**src/design/ltwps_pkg.sv**
```systemverilog
// ----------------------------------------------------------------------------
// ltwps_pkg
// Shared widths, datapath operation codes and the controller/datapath
// interface types of the least-time weighted peer selector.
// ----------------------------------------------------------------------------
package ltwps_pkg;

  localparam int MAX_PEERS = 16;
  localparam int IDX_W     = 4;            // peer index bits
  localparam int CNT_W     = 5;            // peer count bits (holds MAX_PEERS)
  localparam int TIME_BITS = 24;
  localparam int AVG_W     = 32;           // Q24.8 average
  localparam int SUM_W     = AVG_W + 4;    // sum of up to 16 averages
  localparam int NUM_W     = 40;           // report numerator
  localparam int MN_W      = AVG_W + CNT_W;
  localparam int W_W       = 57;           // weight, up to 2^56
  localparam int RANGE_W   = 61;           // sum of up to 16 weights
  localparam int RND_W     = 31;
  localparam int DIV_NW    = 49;           // divider dividend bits
  localparam int DIV_DW    = 44;           // divider divisor bits
  localparam int DIV_CW    = 6;

  // The report numerator is below 2^39, so multiplying by ceil(2^46 / 100)
  // and dropping 46 bits gives the exact quotient. The product is built from
  // four half-width partial products.
  localparam int RQ_H      = NUM_W / 2;
  localparam int PROD_W    = 4 * RQ_H;
  localparam int RQ_SHIFT  = 46;
  localparam logic [NUM_W-1:0] RECIP_100 = NUM_W'(64'd703687441777);

  localparam logic [DIV_NW-1:0] WEIGHT_ONE        = DIV_NW'(1) << 48;
  localparam logic [W_W-1:0]    UNMEASURED_WEIGHT = W_W'(1) << 56;
  localparam logic [AVG_W-1:0]  ONE_MS            = AVG_W'(256);
  localparam logic [6:0]        PERCENT           = 7'd100;
  localparam logic [6:0]        F_MAX             = 7'd99;

  // Configuration register indexes.
  localparam logic CFG_SMOOTHING = 1'b0;
  localparam logic CFG_NUM_PEERS = 1'b1;

  typedef logic [4:0] op_t;

  localparam op_t OP_NONE      = 5'd0;
  localparam op_t OP_LOAD      = 5'd1;
  localparam op_t OP_RPT_FAST  = 5'd2;
  localparam op_t OP_RMUL      = 5'd3;
  localparam op_t OP_RQ_STEP   = 5'd4;
  localparam op_t OP_RWB       = 5'd5;
  localparam op_t OP_SUM_STEP  = 5'd6;
  localparam op_t OP_DIV_MEAN  = 5'd7;
  localparam op_t OP_MSET      = 5'd8;
  localparam op_t OP_MN1       = 5'd9;
  localparam op_t OP_MN2       = 5'd10;
  localparam op_t OP_DIV_MIN   = 5'd11;
  localparam op_t OP_MIN_SET   = 5'd12;
  localparam op_t OP_DIV_UNM   = 5'd13;
  localparam op_t OP_UNM_SET   = 5'd14;
  localparam op_t OP_W_STEP    = 5'd15;
  localparam op_t OP_WMUL      = 5'd16;
  localparam op_t OP_DIV_W     = 5'd17;
  localparam op_t OP_WADD      = 5'd18;
  localparam op_t OP_PM_LO     = 5'd19;
  localparam op_t OP_PM_HI     = 5'd20;
  localparam op_t OP_PADD      = 5'd21;
  localparam op_t OP_PICK_STEP = 5'd22;
  localparam op_t OP_OUT       = 5'd23;

  typedef struct packed {
    op_t  op;
    logic div_go;
  } cmd_t;

  typedef struct packed {
    logic is_rpt;
    logic smp_valid;
    logic avg_zero;
    logic idx_last;
    logic ready_bit;
    logic cnt_zero;
    logic use_zero;
    logic div_done;
    logic range_zero;
    logic pick_hit;
    logic out_free;
    logic rq_last;
  } stat_t;

endpackage

```
**src/design/ltwps_ctrl.sv**
```systemverilog
// ----------------------------------------------------------------------------
// ltwps_ctrl
// Sequencer: steps each request through its datapath operations.
// ----------------------------------------------------------------------------
module ltwps_ctrl (
  input  logic              clk,
  input  logic              rst_n,
  input  logic              in_valid,
  output logic              in_stall,
  input  ltwps_pkg::stat_t  st,
  output ltwps_pkg::cmd_t   cmd
);
  import ltwps_pkg::*;

  localparam logic [4:0] S_IDLE    = 5'd0;
  localparam logic [4:0] S_DISP    = 5'd1;
  localparam logic [4:0] S_RDIV    = 5'd2;
  localparam logic [4:0] S_RWB     = 5'd4;
  localparam logic [4:0] S_SUM     = 5'd5;
  localparam logic [4:0] S_MDIV    = 5'd6;
  localparam logic [4:0] S_MWAIT   = 5'd7;
  localparam logic [4:0] S_MSET    = 5'd8;
  localparam logic [4:0] S_MN1     = 5'd9;
  localparam logic [4:0] S_MN2     = 5'd10;
  localparam logic [4:0] S_MINDIV  = 5'd11;
  localparam logic [4:0] S_MINWAIT = 5'd12;
  localparam logic [4:0] S_MINSET  = 5'd13;
  localparam logic [4:0] S_UNMDIV  = 5'd14;
  localparam logic [4:0] S_UNMWAIT = 5'd15;
  localparam logic [4:0] S_UNMSET  = 5'd16;
  localparam logic [4:0] S_WSEL    = 5'd17;
  localparam logic [4:0] S_WDIV    = 5'd18;
  localparam logic [4:0] S_WWAIT   = 5'd19;
  localparam logic [4:0] S_WADD    = 5'd20;
  localparam logic [4:0] S_RNG     = 5'd21;
  localparam logic [4:0] S_PMH     = 5'd22;
  localparam logic [4:0] S_PADD    = 5'd23;
  localparam logic [4:0] S_PICK    = 5'd24;
  localparam logic [4:0] S_OUT     = 5'd25;

  logic [4:0] state_r, state_nxt;

  always_comb begin
    state_nxt  = state_r;
    cmd.op     = OP_NONE;
    cmd.div_go = 1'b0;
    unique case (state_r)
      S_IDLE: begin
        if (in_valid) begin
          cmd.op    = OP_LOAD;
          state_nxt = S_DISP;
        end
      end
      S_DISP: begin
        if (st.is_rpt) begin
          if (!st.smp_valid || st.avg_zero) begin
            cmd.op    = OP_RPT_FAST;
            state_nxt = S_OUT;
          end else begin
            cmd.op    = OP_RMUL;
            state_nxt = S_RDIV;
          end
        end else begin
          state_nxt = S_SUM;
        end
      end
      S_RDIV: begin
        cmd.op = OP_RQ_STEP;
        if (st.rq_last) state_nxt = S_RWB;
      end
      S_RWB: begin
        cmd.op    = OP_RWB;
        state_nxt = S_OUT;
      end
      S_SUM: begin
        cmd.op = OP_SUM_STEP;
        if (st.idx_last) state_nxt = S_MDIV;
      end
      S_MDIV: begin
        if (st.cnt_zero) begin
          state_nxt = S_MN1;
        end else begin
          cmd.op     = OP_DIV_MEAN;
          cmd.div_go = 1'b1;
          state_nxt  = S_MWAIT;
        end
      end
      S_MWAIT:  if (st.div_done) state_nxt = S_MSET;
      S_MSET: begin
        cmd.op    = OP_MSET;
        state_nxt = S_MN1;
      end
      S_MN1: begin
        cmd.op    = OP_MN1;
        state_nxt = S_MN2;
      end
      S_MN2: begin
        cmd.op    = OP_MN2;
        state_nxt = S_MINDIV;
      end
      S_MINDIV: begin
        cmd.op     = OP_DIV_MIN;
        cmd.div_go = 1'b1;
        state_nxt  = S_MINWAIT;
      end
      S_MINWAIT: if (st.div_done) state_nxt = S_MINSET;
      S_MINSET: begin
        cmd.op    = OP_MIN_SET;
        state_nxt = S_UNMDIV;
      end
      S_UNMDIV: begin
        if (st.use_zero) begin
          cmd.op    = OP_UNM_SET;
          state_nxt = S_WSEL;
        end else begin
          cmd.op     = OP_DIV_UNM;
          cmd.div_go = 1'b1;
          state_nxt  = S_UNMWAIT;
        end
      end
      S_UNMWAIT: if (st.div_done) state_nxt = S_UNMSET;
      S_UNMSET: begin
        cmd.op    = OP_UNM_SET;
        state_nxt = S_WSEL;
      end
      S_WSEL: begin
        if (st.ready_bit && !st.avg_zero) begin
          cmd.op    = OP_WMUL;
          state_nxt = S_WDIV;
        end else begin
          cmd.op    = OP_W_STEP;
          if (st.idx_last) state_nxt = S_RNG;
        end
      end
      S_WDIV: begin
        cmd.op     = OP_DIV_W;
        cmd.div_go = 1'b1;
        state_nxt  = S_WWAIT;
      end
      S_WWAIT:  if (st.div_done) state_nxt = S_WADD;
      S_WADD: begin
        cmd.op    = OP_WADD;
        state_nxt = st.idx_last ? S_RNG : S_WSEL;
      end
      S_RNG: begin
        if (st.range_zero) begin
          state_nxt = S_OUT;
        end else begin
          cmd.op    = OP_PM_LO;
          state_nxt = S_PMH;
        end
      end
      S_PMH: begin
        cmd.op    = OP_PM_HI;
        state_nxt = S_PADD;
      end
      S_PADD: begin
        cmd.op    = OP_PADD;
        state_nxt = S_PICK;
      end
      S_PICK: begin
        cmd.op = OP_PICK_STEP;
        if (st.pick_hit || st.idx_last) state_nxt = S_OUT;
      end
      S_OUT: begin
        if (st.out_free) begin
          cmd.op    = OP_OUT;
          state_nxt = S_IDLE;
        end
      end
      default: state_nxt = S_IDLE;
    endcase
  end

  always_ff @(posedge clk) begin
    if (!rst_n) begin
      state_r <= S_IDLE;
    end else begin
      state_r <= state_nxt;
    end
  end

  assign in_stall = (state_r != S_IDLE);

`ifndef SYNTH
  a_div_waits: assert property (@(posedge clk) disable iff (!rst_n)
    cmd.div_go |=> (state_r == S_MWAIT) ||
                   (state_r == S_MINWAIT) || (state_r == S_UNMWAIT) ||
                   (state_r == S_WWAIT))
    else $error("divider started without a wait state");
  a_load_idle: assert property (@(posedge clk) disable iff (!rst_n)
    (cmd.op == OP_LOAD) |-> (state_r == S_IDLE))
    else $error("request loaded while busy");
`endif

endmodule

```
**config.mk**
```make
export PLATFORM = sky130hd
export DESIGN_NAME = ltwps_ctrl
export DESIGN_NICKNAME = d
export VERILOG_FILES = /design/src/design/ltwps_pkg.sv /design/src/design/ltwps_ctrl.sv
export SDC_FILE = /design/constraint.sdc
export NUM_CORES = 1
export LEC_CHECK = 0
export BUFFER_PORTS_ARGS = -buffer_cell sky130_fd_sc_hd__buf_4
export CORE_MARGIN = 10
export CORE_UTILIZATION = 60
export CTS_CLUSTER_SIZE = 16
export DETAILED_ROUTE_END_ITERATION = 10
export HOLD_SLACK_MARGIN = 0.03
export PLACE_DENSITY = 0.85
export SLEW_MARGIN = 20
export SYNTH_ARGS = -nofsm -noshare
export SYNTH_HDL_FRONTEND = slang
export SYNTH_SLANG_ARGS = --single-unit
```
**constraint.sdc**
```tcl
create_clock -name clk -period 2.6 [get_ports clk]
set_input_delay 0.26 -clock clk [delete_from_list [all_inputs] [get_ports clk]]
set_output_delay 0.26 -clock clk [all_outputs]
set_load 0.1 [all_outputs]
```
======== After elaboration in Yosys (flattened, before gate mapping) ========
Index checks and enable logic that the tools add are counted.
word-level totals
  register bits ........................... 5
  input port bits ......................... 15
  output and inout bits ................... 7
cells by class
  equal/unequal tests ..................... 34
  multiplexer cells ....................... 29
  reductions and logical operators ........ 9
operator list
  cell                                                  number
  case mux 5 bit (25 select lines)                      1
  case mux 5 bit (21 select lines)                      1
  2-to-1 mux 5 bit                                      17
  equality test 5 bit (second input constant)           10
  equality test 5 x 4 -> 1 bit (second input constant)  8
  equality test 5 x 3 -> 1 bit (second input constant)  4
  inequality test 2 bit (second input constant)         9
  2-to-1 mux 4 bit                                      3
  AND reduction 10 bit                                  1
  equality test 5 x 1 -> 1 bit (second input constant)  1
  equality test 5 x 2 -> 1 bit (second input constant)  1
  zero test 5 bit                                       1
  nonzero test 5 bit                                    1
  2-to-1 mux 2 bit                                      2
  2-to-1 mux 1 bit                                      3
  2-to-1 mux 3 bit                                      1
  inequality test 3 bit (second input constant)         1
  case mux 1 bit (3 select lines)                       1
  zero test 1 bit                                       2
  logical OR 1 bit                                      2
  OR reduction 2 bit                                    1
  logical AND 1 bit                                     1

======== Logic depth before layout (Yosys ltp) ========
  depth after elaboration ................. 5
  mapped depth ............................ 8
  depth with buffers taken out ............ 5

======== Worst setup path before layout ========
Ideal clock, no wire load.
  path kind ............................... reg-to-output
  start ................................... register state_r[3]
  end ..................................... output port cmd[4] (netlist name)
  data arrival time ....................... 3.255 ns
  data required time ...................... 2.340 ns
  path slack .............................. -0.915 ns
  cell stages (with the launch flop) ...... 8
  buffers on the path ..................... 3
  cell sequence ........................... dfxtp_1 > buf_6 > buf_2 > clkbuf_1 > nand2_1 > nor2_1 > a31oi_1 > o21ai_0
RTL lines
  what                    RTL line           source
  from (decl)             ltwps_ctrl.sv:41   logic [4:0] state_r, state_nxt;
  from (signal assigned)  ltwps_ctrl.sv:179  state_r <= state_nxt;
  to (decl)               ltwps_ctrl.sv:11   output ltwps_pkg::cmd_t cmd

==> impl_metrics.yaml <==
timing:
  timing.final.crit_period_ns: 2.48
  period_share_pct: 95.3
  timing.slew.headroom_pct: 64.5
  timing.fmax_ghz: 0.403
  rsz0062_at_grt: "false"
  skew_ns: 0.000798
  finalHoldViolCount: 0
  timing_max_transition_violations_final: 0
  setup-violations-final: 0
  tightestPinTransition_ns: 0.519
flow_run:
  maxCapViolations: 0
clock_network:
  htreeDepth: 1
  cts_tree: "yes"
  cts.reportedPaths.clkPinSlew_ns: 0.05
  clk_latency_ns: 0.26
  tritoncts_num_sinks: 5
  ctsRootBufferMaster: "clkbuf_4"
  post-cts-setup-buffer-count: 0
  cts_hold_buf: 0
  max-clock-path-buffers: 2
  cts_inserted_buffers: 3
place:
  dpl.cell_count: 213
  place_congestion: 0.979
  portBuffers: 21
  detailedPlacementHpwl_um: 3090
synthesis:
  synth_ff_type: "dfxtp_1"
  post_synth.cell_area_avg_um2: 6.99
  yosysMostFrequentCell: "nand2_1"
  number_of_synthesized_flops_with_an_enable_pin: 0
  ys.warnings.count: 0
  ys_types: 55
  synthesized_area_um2: 1170
  mappedNetlistNets: 183
  netlist_top_cells_count: "nand2_1 (18), a21oi_1 (12), nor2_1 (12)"
  netlist_top_cells_area: "dfxtp_1 (8.5%), nand2_1 (5.8%), a21oi_1 (5.1%)"
  synthesis.instances: 168
  area_share_of_the_largest_cell_type_after_synthesis_pct: 8.52
  asyncSetResetFlopFracSynth_pct: 0
  seq_area_frac_synth_pct: 8.52
  ys_seq_elements: 5
  yosysTopAreaCell: "dfxtp_1"
global_routing:
  grt_pass1_vias: 1427
  track_usage_pct: 19.0
  pin_count_of_the_biggest_net_entering_global_routing: 19
  antenna_found_initial: 0
  global_route_wire_length_before_repair_um: 6580
  overflow: 0
die:
  initial_core_util_pct: 65.9
  chipHeight_um: 64.3
  fp.dieW_um: 64.3
  design.portCount: 22
  core_um2: 1780
  rows: 15
  floorplan.die_area_um2: 4130
routing:
  final_antenna_net_count: 0
  routed_via_density: 7.17
  drtPass1Iterations: 6
  avgRoutedWirePerCell_um: 19.3
  drt-initial-drc-count: 126
  drcViolationCount: 0
  via_count: 1556
  drt-total-wl_um: 4200
critical_path:
  timing.critical_path.required_ns: 2.34
  crit_path_cell_trace: "buf_4 -> nor2b_1 -> nand2_1 -> a21oi_1 -> a2111oi_0 -> o21ai_2 -> buf_4"
  startpoint_type: "flip-flop"
  timing.setup.critical_path_class: "flip-flop to output pin"
  end_kind: "output pin"
  path_max_fanout: 14
  slowest_stage: "dfxtp_1"
  slowest_stage_delay_cp_ns: 0.55
  worst-endpoint-arrival_ns: 2.22
  timing.critical_path.mode_cell: "buf_4"
min_path:
  hold_path_class: "input port to flip-flop"
layout:
  post_layout_nonfiller_instances: 217
  max_flop_register: "state_r"
  multi_input_area_um2: 983
  nNetsFinal: 208
  seqCellArea_um2: 101
  area_growth_pct: 21.9
  fillCellCount: 133
  layout_top_registers: "state_r x5"
  largest_reg_flops: 5
  antenna-diode-count: 0
  drive_gt1_share_pct: 31.3
outcome:
  status: "complete, no violations"
==> repair_timing <==
action / CTS / global route
endpoints found under the hold margin: 0 / 0
endpoints found under the setup margin: 0 / 3
gates resized for setup: 0 / 2
==> per-layer routing <==
metal  GRT usage [%]  up-vias  routed length, um
met5               0        -                  0
met4            10.4        0                178
met3            7.32       30                593
met2            28.4      147               1840
met1            22.6      681               1590
li1                -      698                  -
==> cells in the final DEF (no fill, tap or decap), drive strengths merged, types with 3 or more instances in the layout <==
cell type  Yosys  final
buf           14     36
o22ai          7      7
clkbuf         2      3
inv            5      5
nor2          12     12
nand2b         5      5
nor4           5      5
o21ai          9      9
or2            3      3
nand3b         3      3
nand3          4      4
a21oi         12     12
a211oi         4      4
or3            4      4
nor3           4      4
nor2b          9      9
nand2         18     18
a31oi          5      5
o211ai         4      4
dfxtp          5      5
a2111oi        4      4
==> path summary, 6_finish.rpt <==
path / from / endpoint / slack [ns] / depth (start not counted)
setup / recovery: state_r[4]$_SDFFE_PN0P_ / cmd[2] / 0.12 / 7
hold / removal: rst_n / state_r[4]$_SDFFE_PN0P_ / 0.32 / 3
setup reg to reg: state_r[2]$_SDFFE_PN0P_ / state_r[1]$_SDFFE_PN0P_ / 0.45 / 6
hold reg to reg: state_r[0]$_SDFFE_PN0P_ / state_r[0]$_SDFFE_PN0P_ / 0.66 / 2
==> critical path: cells and delay by family, from the launching register on <==
family                 cells  cell delay (ns)
flip-flops                 1             0.55
buffers and inverters      2             0.55
AO/OA/AOI/OAI              3             0.43
AND/OR/NAND/NOR            2             0.41
==> area by class of cell <==
type,count,area share (%)
clock buffers,3,1.57
clock inverters,1,0.349
inverters,5,1.31
multi-input cells,142,68.6
flip-flops and latches,5,7.07
well taps,25,2.18
repair buffers,36,18.9
==> logic make-up (layout without fill, tap and decap cells) <==
group / after synthesis / after routing / synth area share, %
and+or+nand+nor: 77 / 77 / 38.7
AOI/OAI and AO/OA: 64 / 64 / 42.4
muxes: 1 / 1 / 0.852
DFF: 5 / 5 / 8.52
buffers and inverters: 21 / 45 / 9.58
==> per-stage QoR <==
stage	cell area (um^2)	hold WS, ns	setup WS [ns]	util, %	setup TNS [ns]
after floorplan	1190	0.418	-0.149	-	-0.186
after global placement	1400	0.574	0.373	78.5	0
after detailed placement	1400	0.587	0.382	78.5	0
after CTS	1430	0.303	0.0683	80.0	0
after global routing	1430	0.315	0.00385	80.4	0
final	1430	0.318	0.121	80.4	0
Power is not shown: default switching activity piles up to over one toggle a cycle in this logic, so the estimate is an artifact.
